==> src/rtl/megd_pkg.sv <==
// Shared types and constants for the modem escape guard detector.
package megd_pkg;

   // Configuration register indexes
   localparam int CsrIndexWidth = 2;
   localparam logic [CsrIndexWidth-1:0] CSR_ESCAPE_CHAR = 2'd0;
   localparam logic [CsrIndexWidth-1:0] CSR_GUARD_MS    = 2'd1;
   localparam logic [CsrIndexWidth-1:0] CSR_XONXOFF_EN  = 2'd2;
   localparam logic [CsrIndexWidth-1:0] CSR_ECHO_EN     = 2'd3;
   localparam int CsrDataWidth = 16;

   // Register reset values
   localparam logic [7:0]  ESCAPE_CHAR_RESET = 8'd43;
   localparam logic [15:0] GUARD_MS_RESET    = 16'd800;

   // Byte codes and counter limits
   localparam logic [7:0]  BYTE_XOFF = 8'd19;
   localparam logic [7:0]  BYTE_XON  = 8'd17;
   localparam logic [2:0]  PLUS_MAX  = 3'd4;
   localparam logic [2:0]  PLUS_ARM  = 3'd3;
   localparam logic [16:0] QUIET_MAX = 17'h1FFFF;

   // Item kinds on the request channel
   localparam logic CMD_BYTE = 1'b0;
   localparam logic CMD_TICK = 1'b1;

   typedef struct packed {
      logic [7:0]  escape_char;
      logic [15:0] guard_ms;
      logic        xonxoff_enable;
      logic        echo_enable;
   } megd_cfg_type;

   typedef struct packed {
      logic       forward_valid;
      logic [7:0] forward_byte;
      logic       echo_valid;
      logic       xon_state;
      logic       escape_detected;
   } megd_result_type;

endpackage

==> src/rtl/megd_csr.sv <==
// Configuration registers of the modem escape guard detector.
module megd_csr
   import megd_pkg::*;
(
   input  logic                     clock,
   input  logic                     reset,
   input  logic                     csr_valid,
   output logic                     csr_ready,
   input  logic [CsrIndexWidth-1:0] csr_index,
   input  logic [CsrDataWidth-1:0]  csr_wdata,
   output megd_cfg_type             cfg
);

   megd_cfg_type cfg_ff;
   megd_cfg_type cfg_in;

   assign csr_ready = 1'b1;

   // Decode one write into the addressed register
   always_comb begin
      cfg_in = cfg_ff;
      if (csr_valid) begin
         case (csr_index)
            CSR_ESCAPE_CHAR: cfg_in.escape_char    = csr_wdata[7:0];
            CSR_GUARD_MS:    cfg_in.guard_ms       = csr_wdata[15:0];
            CSR_XONXOFF_EN:  cfg_in.xonxoff_enable = csr_wdata[0];
            CSR_ECHO_EN:     cfg_in.echo_enable    = csr_wdata[0];
            default:         cfg_in = cfg_ff;
         endcase
      end
   end

   always_ff @(posedge clock) begin
      if (reset) begin
         cfg_ff.escape_char    <= ESCAPE_CHAR_RESET;
         cfg_ff.guard_ms       <= GUARD_MS_RESET;
         cfg_ff.xonxoff_enable <= 1'b0;
         cfg_ff.echo_enable    <= 1'b0;
      end else begin
         cfg_ff <= cfg_in;
      end
   end

   assign cfg = cfg_ff;

endmodule

==> src/rtl/megd_core.sv <==
// Escape run tracking, guard timers and flow control state, one item per step.
module megd_core
   import megd_pkg::*;
(
   input  logic            clock,
   input  logic            reset,
   input  logic            step,
   input  logic            cmd,
   input  logic [7:0]      rx_byte,
   input  megd_cfg_type    cfg,
   output megd_result_type result
);

   logic [2:0]  plus_count_ff, plus_count_in;
   logic [16:0] quiet_ticks_ff, quiet_ticks_in;
   logic [15:0] expire_remaining_ff, expire_remaining_in;
   logic        expire_armed_ff, expire_armed_in;
   logic        xon_flag_ff, xon_flag_in;

   logic is_escape;
   logic guard_met;
   logic forward;

   assign is_escape = (rx_byte == cfg.escape_char);
   assign guard_met = (quiet_ticks_ff > {1'b0, cfg.guard_ms});

   // Next state and result for the current item
   always_comb begin
      plus_count_in       = plus_count_ff;
      quiet_ticks_in      = quiet_ticks_ff;
      expire_remaining_in = expire_remaining_ff;
      expire_armed_in     = expire_armed_ff;
      xon_flag_in         = xon_flag_ff;
      forward             = 1'b0;
      result              = '0;

      if (cmd == CMD_TICK) begin
         // quiet time saturates, armed countdown fires at zero
         if (quiet_ticks_ff != QUIET_MAX) begin
            quiet_ticks_in = quiet_ticks_ff + 17'd1;
         end
         if (expire_armed_ff) begin
            if (expire_remaining_ff == 16'd0) begin
               expire_armed_in = 1'b0;
               if (plus_count_ff == PLUS_ARM) begin
                  plus_count_in          = 3'd0;
                  result.escape_detected = 1'b1;
               end
            end else begin
               expire_remaining_in = expire_remaining_ff - 16'd1;
            end
         end
      end else begin
         // escape run counting
         if (is_escape) begin
            if ((plus_count_ff != 3'd0 || guard_met) && plus_count_ff < PLUS_MAX) begin
               plus_count_in = plus_count_ff + 3'd1;
            end
         end else begin
            plus_count_in  = 3'd0;
            quiet_ticks_in = 17'd0;
         end

         // software flow control bytes are swallowed when XON/XOFF is enabled
         forward = 1'b1;
         if (cfg.xonxoff_enable && rx_byte == BYTE_XOFF) begin
            xon_flag_in = 1'b0;
            forward     = 1'b0;
         end else if (cfg.xonxoff_enable && rx_byte == BYTE_XON) begin
            xon_flag_in = 1'b1;
            forward     = 1'b0;
         end

         // every byte re-evaluates the expiry countdown
         expire_armed_in     = (plus_count_in == PLUS_ARM);
         expire_remaining_in = (plus_count_in == PLUS_ARM) ? cfg.guard_ms : 16'd0;

         result.forward_valid = forward;
         result.forward_byte  = forward ? rx_byte : 8'd0;
         result.echo_valid    = forward && cfg.echo_enable;
      end
      result.xon_state = xon_flag_in;
   end

   always_ff @(posedge clock) begin
      if (reset) begin
         plus_count_ff       <= 3'd0;
         quiet_ticks_ff      <= QUIET_MAX;
         expire_remaining_ff <= 16'd0;
         expire_armed_ff     <= 1'b0;
         xon_flag_ff         <= 1'b1;
      end else if (step) begin
         plus_count_ff       <= plus_count_in;
         quiet_ticks_ff      <= quiet_ticks_in;
         expire_remaining_ff <= expire_remaining_in;
         expire_armed_ff     <= expire_armed_in;
         xon_flag_ff         <= xon_flag_in;
      end
   end

   // Count never passes its saturation point
   a_plus_sat: assert property (@(posedge clock) disable iff (reset)
      plus_count_ff <= PLUS_MAX)
      else $error("plus count above saturation");

   // An armed countdown always belongs to a run of exactly three
   a_armed_run: assert property (@(posedge clock) disable iff (reset)
      expire_armed_ff |-> plus_count_ff == PLUS_ARM)
      else $error("countdown armed without a run of three");

   // A disarmed countdown holds no leftover ticks
   a_disarmed_zero: assert property (@(posedge clock) disable iff (reset)
      !expire_armed_ff |-> expire_remaining_ff == 16'd0)
      else $error("disarmed countdown not cleared");

   // A detected escape clears the run
   a_escape_clears: assert property (@(posedge clock) disable iff (reset)
      step && result.escape_detected |=> plus_count_ff == 3'd0 && !expire_armed_ff)
      else $error("escape detected but run not cleared");

endmodule

==> src/rtl/modem_escape_guard_detector_top.sv <==
// Top level of the modem escape guard detector: input stage, core and result register.
//
// Usage:
//   req_ channel carries one item per handshake: req_cmd 0 is a serial byte in
//   req_rx_byte, req_cmd 1 is a one millisecond tick. Every item gives exactly
//   one result item on the rsp_ channel, in order.
//   csr_ channel, always ready, writes the escape character, guard time, XON/XOFF and
//   echo enable. Users must write it only while the block is idle; not enforced.
// Datapath and throughput:
//   An item is captured in the input register, worked through the core's
//   compare and counter logic and lands in the result register, which
//   drives rsp_valid. One item per cycle is sustained while rsp_ready stays
//   high, set by the core updating its state once per accepted item.
// Reset:
//   Synchronous, active high. Registers return to their defaults (escape 43,
//   guard 800 ticks, flow control and echo off), the run count clears, the
//   quiet time starts as already satisfied and the flow state is on.
// Stalls:
//   While rsp_ready is low the result register holds, the input register
//   holds its item and req_ready drops once both are full.
module modem_escape_guard_detector_top
   import megd_pkg::*;
(
   input  logic                     clock,
   input  logic                     reset,

   input  logic                     req_valid,
   output logic                     req_ready,
   input  logic                     req_cmd,
   input  logic [7:0]               req_rx_byte,

   output logic                     rsp_valid,
   input  logic                     rsp_ready,
   output logic                     rsp_forward_valid,
   output logic [7:0]               rsp_forward_byte,
   output logic                     rsp_echo_valid,
   output logic                     rsp_xon_state,
   output logic                     rsp_escape_detected,

   input  logic                     csr_valid,
   output logic                     csr_ready,
   input  logic [CsrIndexWidth-1:0] csr_index,
   input  logic [CsrDataWidth-1:0]  csr_wdata
);

   megd_cfg_type    cfg;
   megd_result_type core_result;

   logic            in_valid_ff;
   logic            in_cmd_ff;
   logic [7:0]      in_byte_ff;
   logic            out_valid_ff;
   megd_result_type out_result_ff;
   logic            advance;

   megd_csr u_csr (
      .clock     (clock),
      .reset     (reset),
      .csr_valid (csr_valid),
      .csr_ready (csr_ready),
      .csr_index (csr_index),
      .csr_wdata (csr_wdata),
      .cfg       (cfg)
   );

   // Input item moves on when the result register is free or being drained
   assign advance   = in_valid_ff && (!out_valid_ff || rsp_ready);
   assign req_ready = !in_valid_ff || advance;

   megd_core u_core (
      .clock   (clock),
      .reset   (reset),
      .step    (advance),
      .cmd     (in_cmd_ff),
      .rx_byte (in_byte_ff),
      .cfg     (cfg),
      .result  (core_result)
   );

   // Input register
   always_ff @(posedge clock) begin
      if (reset) begin
         in_valid_ff <= 1'b0;
      end else if (req_ready) begin
         in_valid_ff <= req_valid;
      end
   end

   always_ff @(posedge clock) begin
      if (req_valid && req_ready) begin
         in_cmd_ff  <= req_cmd;
         in_byte_ff <= req_rx_byte;
      end
   end

   // Result register
   always_ff @(posedge clock) begin
      if (reset) begin
         out_valid_ff <= 1'b0;
      end else if (advance) begin
         out_valid_ff <= 1'b1;
      end else if (rsp_ready) begin
         out_valid_ff <= 1'b0;
      end
   end

   always_ff @(posedge clock) begin
      if (advance) begin
         out_result_ff <= core_result;
      end
   end

   assign rsp_valid           = out_valid_ff;
   assign rsp_forward_valid   = out_result_ff.forward_valid;
   assign rsp_forward_byte    = out_result_ff.forward_byte;
   assign rsp_echo_valid      = out_result_ff.echo_valid;
   assign rsp_xon_state       = out_result_ff.xon_state;
   assign rsp_escape_detected = out_result_ff.escape_detected;

   // A held result is not overwritten while the receiver stalls
   a_no_overwrite: assert property (@(posedge clock) disable iff (reset)
      out_valid_ff && !rsp_ready |-> !advance)
      else $error("result register overwritten during stall");

   // A stalled input item is kept until it moves on
   a_input_kept: assert property (@(posedge clock) disable iff (reset)
      in_valid_ff && !advance |=> in_valid_ff)
      else $error("input item lost while stalled");

   // Every item that moves on shows up as a result in the next cycle
   a_result_follows: assert property (@(posedge clock) disable iff (reset)
      advance |=> out_valid_ff)
      else $error("item advanced without a result");

endmodule

==> config.mk <==
export PLATFORM = sky130hd
export DESIGN_NAME = modem_escape_guard_detector_top
export DESIGN_NICKNAME = d
export VERILOG_FILES = /design/src/rtl/megd_pkg.sv /design/src/rtl/megd_csr.sv /design/src/rtl/megd_core.sv /design/src/rtl/modem_escape_guard_detector_top.sv
export SDC_FILE = /design/constraint.sdc
export NUM_CORES = 1
export LEC_CHECK = 0
export ABC_AREA = 1
export BUFFER_PORTS_ARGS = -buffer_cell sky130_fd_sc_hd__buf_2
export CAP_MARGIN = 20
export CORE_MARGIN = 5
export CORE_UTILIZATION = 64
export DETAILED_ROUTE_END_ITERATION = 12
export PLACE_DENSITY = 0.85
export SETUP_SLACK_MARGIN = 0.05
export SLEW_MARGIN = 40
export SYNTH_ARGS = -nofsm -noshare
export SYNTH_HDL_FRONTEND = slang
export SYNTH_HIERARCHICAL = 1
export SYNTH_SLANG_ARGS = --single-unit
==> constraint.sdc <==
create_clock -name clock -period 6.8 [get_ports clock]
set_input_delay 0.34 -clock clock [delete_from_list [all_inputs] [get_ports clock]]
set_output_delay 0.34 -clock clock [all_outputs]
set_load 0.005 [all_outputs]
Word-level counts from Yosys, hierarchy flattened:

Index checks and enable logic that the tools add are counted.

* equal/unequal tests: 15
* reductions and logical operators: 24
* $lt $le $gt $ge: 2
* muxes and demuxes: 26
* add/sub/neg operators: 3
* bitwise gates (word level): 1

Operators with widths (number)
* $mux W16: 4
* $mux W17: 3
* $mux W3: 7
* $add A17 B1 Y17 const B: 1
* $gt A17 B16 Y1: 1
* $ne A17 B17 Y1 const B: 1
* $eq A8 B5 Y1 const B: 2
* $logic_not A16 Y1: 1
* $sub A16 B1 Y16 const B: 1
* $mux W1: 12
* $reduce_and A3 Y1: 3
* $eq A8 B8 Y1: 1
* $ne A2 B1 Y1 const B: 4
* $reduce_and A2 Y1: 4
* $eq A3 B2 Y1 const B: 2
* $logic_and A1 B1 Y1: 6
* $eq A2 B2 Y1 const B: 2
* $ne A2 B2 Y1 const B: 2
* $reduce_and A4 Y1: 1
* $add A3 B1 Y3 const B: 1
* $logic_or A1 B1 Y1: 3
* $lt A3 B3 Y1 const B: 1
* $reduce_bool A3 Y1: 1
* $eq A2 B1 Y1 const B: 1
* 5 further kinds: 6

* bits of input ports: 32
* register bits after elaboration: 87
* word-level logic and storage cells: 89
* output and inout bits: 15

Longest topological paths before layout:

* depth in word-level cells: 9
* depth in mapped cells: 19
* gate-level depth less buffers: 18

By module:

The synthesis kept the hierarchy.

By module, submodules not included
* megd_core: instances 1, area an instance 3029.2 µm², cells each 460, sequential area each 760.7 µm²
* megd_csr: instances 1, area an instance 1092.3 µm², cells each 162, sequential area each 520.5 µm²
* modem_escape_guard_detector_top: instances 1, area an instance 721.9 µm², cells each 33, sequential area each 670.6 µm²

Least setup slack after synthesis:

No wires, ideal clock.

* kind: input-to-reg
* start: input port rsp_ready
* end: register u_core.quiet_ticks_ff[14]
* required time: 6.677 ns
* slack: 4.462 ns
* buffers on the path: 0
* stages: 9
* data arrival time: 2.215 ns
* setup time: 0.123 ns
* path through: inv_1 a21oi_1 nand3_2 nor2_2 nand3_1 nor2_1 nand2_1 nand3_1 nand2_1

* longest elaborated chain between the ends: 3

Ends and longest elaborated chain
* start: declaration: line modem_escape_guard_detector_top.sv:33 `input logic rsp_ready,`
* $logic_or A1 B1 Y1: line modem_escape_guard_detector_top.sv:67 `assign advance = in_valid_ff && (!out_valid_ff || rsp_ready);`
* $logic_and A1 B1 Y1: line modem_escape_guard_detector_top.sv:67
* named net advance: line modem_escape_guard_detector_top.sv:54 `logic advance;`
* $reduce_and A3 Y1 (no source line)
* end signal: assignment: line megd_core.sv:94 `quiet_ticks_ff <= quiet_ticks_in;`
* end: declaration: line megd_core.sv:15 `logic [16:0] quiet_ticks_ff, quiet_ticks_in;`

The timed path passes the listed nets, and every way through them passes these cells.
A chain may end at the register's enable or synchronous reset.

Worst setup path in the final report:

* start: register u_csr.cfg_ff, in the netlist u_csr/cfg[17]
* end: register u_core.expire_remaining_ff[10]

* longest elaborated chain between the ends: 9

Ends and longest elaborated chain
* start: declaration: line megd_csr.sv:14 `megd_cfg_type cfg_ff;`
* start signal: assignment: line megd_csr.sv:40 `cfg_ff <= cfg_in;`
* $gt A17 B16 Y1: line megd_core.sv:25 `assign guard_met = (quiet_ticks_ff > {1'b0, cfg.guard_ms});`
* $logic_or A1 B1 Y1: line megd_core.sv:56 `if ((plus_count_ff != 3'd0 || guard_met) && plus_count_ff < PLUS_MAX) begin`
* $logic_and A1 B1 Y1: line megd_core.sv:56
* $mux W3: line megd_core.sv:56
* $mux W3: line megd_core.sv:55 `if (is_escape) begin`
* $mux W3: line megd_core.sv:37 `if (cmd == CMD_TICK) begin`
* $eq A3 B2 Y1: line megd_core.sv:76 `expire_remaining_in = (plus_count_in == PLUS_ARM) ? cfg.guard_ms : 16'd0;`
* $mux W16: line megd_core.sv:76
* $mux W16: line megd_core.sv:37
* end signal: assignment: line megd_core.sv:95 `expire_remaining_ff <= expire_remaining_in;`
* end: declaration: line megd_core.sv:16 `logic [15:0] expire_remaining_ff, expire_remaining_in;`

Every way passes these cells. The select of a mux whose other input is x is not followed.

==> flow_metrics.tcl <==
set metrics [dict create \
    cts.path.max_buffers 2 \
    postSynth.asyncResetShare 0 \
    dp_cells 778 \
    gp_congestion 0.9144 \
    worst_clock_skew_ns 0.007818 \
    viasPerCell 5.582 \
    wirelength_mm 11.44 \
    avgSynthCellArea_um2 7.394 \
    slew_headroom 0.4824 \
    synth_top_area_frac 0.2728 \
    pre_cts_slack_ns 4.372 \
    ctsResizeCount 0 \
    hold_viol_final 0 \
    whs_path_depth 1 \
    cts_made_buffers 9 \
    rows 31 \
    cts_tree "done" \
    htree_levels 3 \
    tightest_slew_ns 0.7716 \
    synth_area_mm2 0.004843 \
    cp-start-kind "register" \
    die_height_um 97.00 \
    synthFlopType "dfxtp_1" \
    cp-end-kind "register" \
    antenna_cells 0 \
    max_cap_viol_count 0 \
    min-delay-start "req_rx_byte[5]" \
    worstHoldEndpoint "in_byte_ff[5]" \
    hold_path_class "input port to register" \
    drtIter0Drc 375 \
    required_ns 7.10 \
    yosysTopAreaCell "dfxtp_1" \
    nNetsFinal 745 \
    worst_slack_ns 4.304 \
    ant_nets 0 \
    dieArea_mm2 0.009408 \
    start_util 0.6642 \
    worstRegToRegCells 14 \
    rrSetupSlack_ns 4.30 \
    synth-seq-cells 87 \
    max_clock_freq_ghz 0.4006 \
    clockRootBuffer "clkbuf_8" \
    synth_nets 709 \
    track_usage 0.2410 \
    crit_type "register to register" \
    syn_to_final_growth_pct 8.422 \
    synth.distinct_cells 40 \
    dp_hpwl_mm 8.337 \
    grt_start_max_net_pins 34 \
    drc 0 \
    outcome "finished, final reports clean" \
    p_per_area_mw_per_mm2 220.2 \
    port_buffers 45 \
    clk_pin_slew_ns 0.09 \
    arrival_ns 2.80 \
    grt_overflow 0 \
    cp_max_fo 18 \
    yosys.cell_count.top_type "nand2_1" \
    clk_latency_ns 0.36 \
    fin_cells 795 \
    syn_inst 655 \
    period_needed_ns 2.496 \
    cts_setup_buffers 0 \
    report.final.slew_viol_count 0 \
    fp.dieW_um 97.00 \
    rsz0062_at_grt "false" \
    drt_pass1_iterations 7 \
    grt_pass1_wl_mm 19.05 \
    antenna_found_initial 0 \
    synth-edff-count 21 \
    num_io_pins 47 \
    design.core.area_mm2 0.007292 \
    leakage_nw 2.495 \
    min_period_over_period 0.3671 \
    peakVddDrop_mv 0.1210 \
    setup_violations 0 \
    cts_num_sinks 87 \
    cts_hold_buf 0 \
    ys_seq_area_frac 0.4030 \
    ys_top_cells_by_count "nand2_1 (131), inv_1 (96), nor2_1 (82)" \
    tns_ns 0 \
    synth.area.top_cells "dfxtp_1 (27%), edfxtp_1 (13%), nand2_1 (10%)" \
    wl_per_cell_um 14.39 \
    rr_endpoint "u_core/expire_remaining_ff[10]" \
    drive_above_1_share 0.1437 \
    num_vias 4438 \
    synth_warnings 6 \
    r2r-start "u_csr/cfg[17]" \
    grt_pass1_vias 4133 \
]
-- worst max path at each step --
stage | start | to | cells past startpoint | slack [ns]
after floorplan | rsp_ready | u_core/quiet_ticks_ff[14] | 9 | 4.46
after global placement | rsp_ready | u_core/quiet_ticks_ff[14] | 10 | 4.22
after detailed placement | u_csr/cfg[17] | u_core/expire_remaining_ff[10] | 16 | 4.37
after CTS | u_csr/cfg[17] | u_core/expire_remaining_ff[10] | 16 | 4.34
after global routing | u_csr/cfg[14] | u_core/expire_remaining_ff[5] | 17 | 3.99
final | u_csr/cfg[17] | u_core/expire_remaining_ff[10] | 14 | 4.30
-- cells in the final DEF, fill, tap and decap left out, types with 12 or more instances in the layout --
| cell type | netlist | final |
|---|---|---|
| a21oi_1 | 44 | 43 |
| nand2_1 | 131 | 131 |
| buf_2 | 2 | 45 |
| nor2_1 | 82 | 82 |
| o21ai_0 | 25 | 25 |
| edfxtp_1 | 21 | 21 |
| nand3_1 | 46 | 46 |
| inv_1 | 96 | 95 |
| ha_1 | 22 | 22 |
| o21ai_1 | 12 | 12 |
| dfxtp_1 | 66 | 66 |
-- sequential cells by signal, summed over array words and instances, names as in the netlist --
register / flops
in_cmd_ff: 1
in_byte_ff: 8
rsp_forward_valid: 1
rsp_echo_valid: 1
rsp_valid: 1
u_core/expire_armed_ff: 1
in_valid_ff: 1
rsp_forward_byte: 8
u_core/expire_remaining_ff: 16
rsp_xon_state: 1
u_core/xon_flag_ff: 1
u_core/plus_count_ff: 3
u_core/quiet_ticks_ff: 17
u_csr/cfg: 26
rsp_escape_detected: 1
-- cell families (layout without fill, tap and decap cells) --
family,Yosys count,after routing,synth area share
AO/OA/AOI/OAI,105,105,0.1237
XOR/XNOR,13,13,0.02351
adder cells (fa/ha/maj),22,22,0.05683
buffers and inverters,124,165,0.1090
flip-flops,87,87,0.4030
other,1,1,0.0007743
AND/OR/NAND/NOR,303,303,0.2831
-- routing by layer --
layer,vias up,wire [um],GRT usage,part of all wire
met2,192,5624,0.4071,0.49
met5,-,0,0,0
met3,25,890,0.06331,0.078
li1,2184,-,-,-
met1,2037,4716,0.2988,0.41
met4,0,208,0.07883,0.018
-- area by class of cell --
| type | instances | area, um2 |
|---|---|---|
| clock inverters | 7 | 53.80 |
| clock buffers | 9 | 123.9 |
| flip-flops and latches | 87 | 1952 |
| well taps | 99 | 123.9 |
| repair buffers | 46 | 236.5 |
| fillers | 616 | 2041 |
| inverters | 103 | 386.6 |
| multi-input cells | 444 | 2375 |
-- critical path, cell delays in order, from the launching register on --
cell	delay, ns
dfxtp_1	0.41
inv_1	0.07
ha_1	0.31
nand2_1	0.08
nor2_2	0.10
nand2_1	0.11
inv_1	0.10
nand4_1	0.10
nand2_2	0.14
nand2_4	0.08
nand2_4	0.07
nand2_4	0.05
a21oi_4	0.46
nand3_1	0.19
a21oi_1	0.16
-- power breakdown --
part	total [mW]	switching, mW	internal, mW
combinational	0.226	0.143	0.0830
sequential	0.595	0.0335	0.562
clock	0.335	0.198	0.137
-- per-stage QoR --
stage               instance area, um2  hold slack, ns  total power, mW  utilization
finish                            5251          0.1475            1.156       0.7201
global route                      5251          0.1199            1.218       0.7201
CTS                               5240          0.1379            1.157       0.7186
detailed placement                5062          0.4578           0.8254       0.6942
global placement                  5055          0.4540           0.8127       0.6932
floorplan                         4843          0.4024           0.7680            -
No activity file was read; power rests on OpenSTA's default activity.
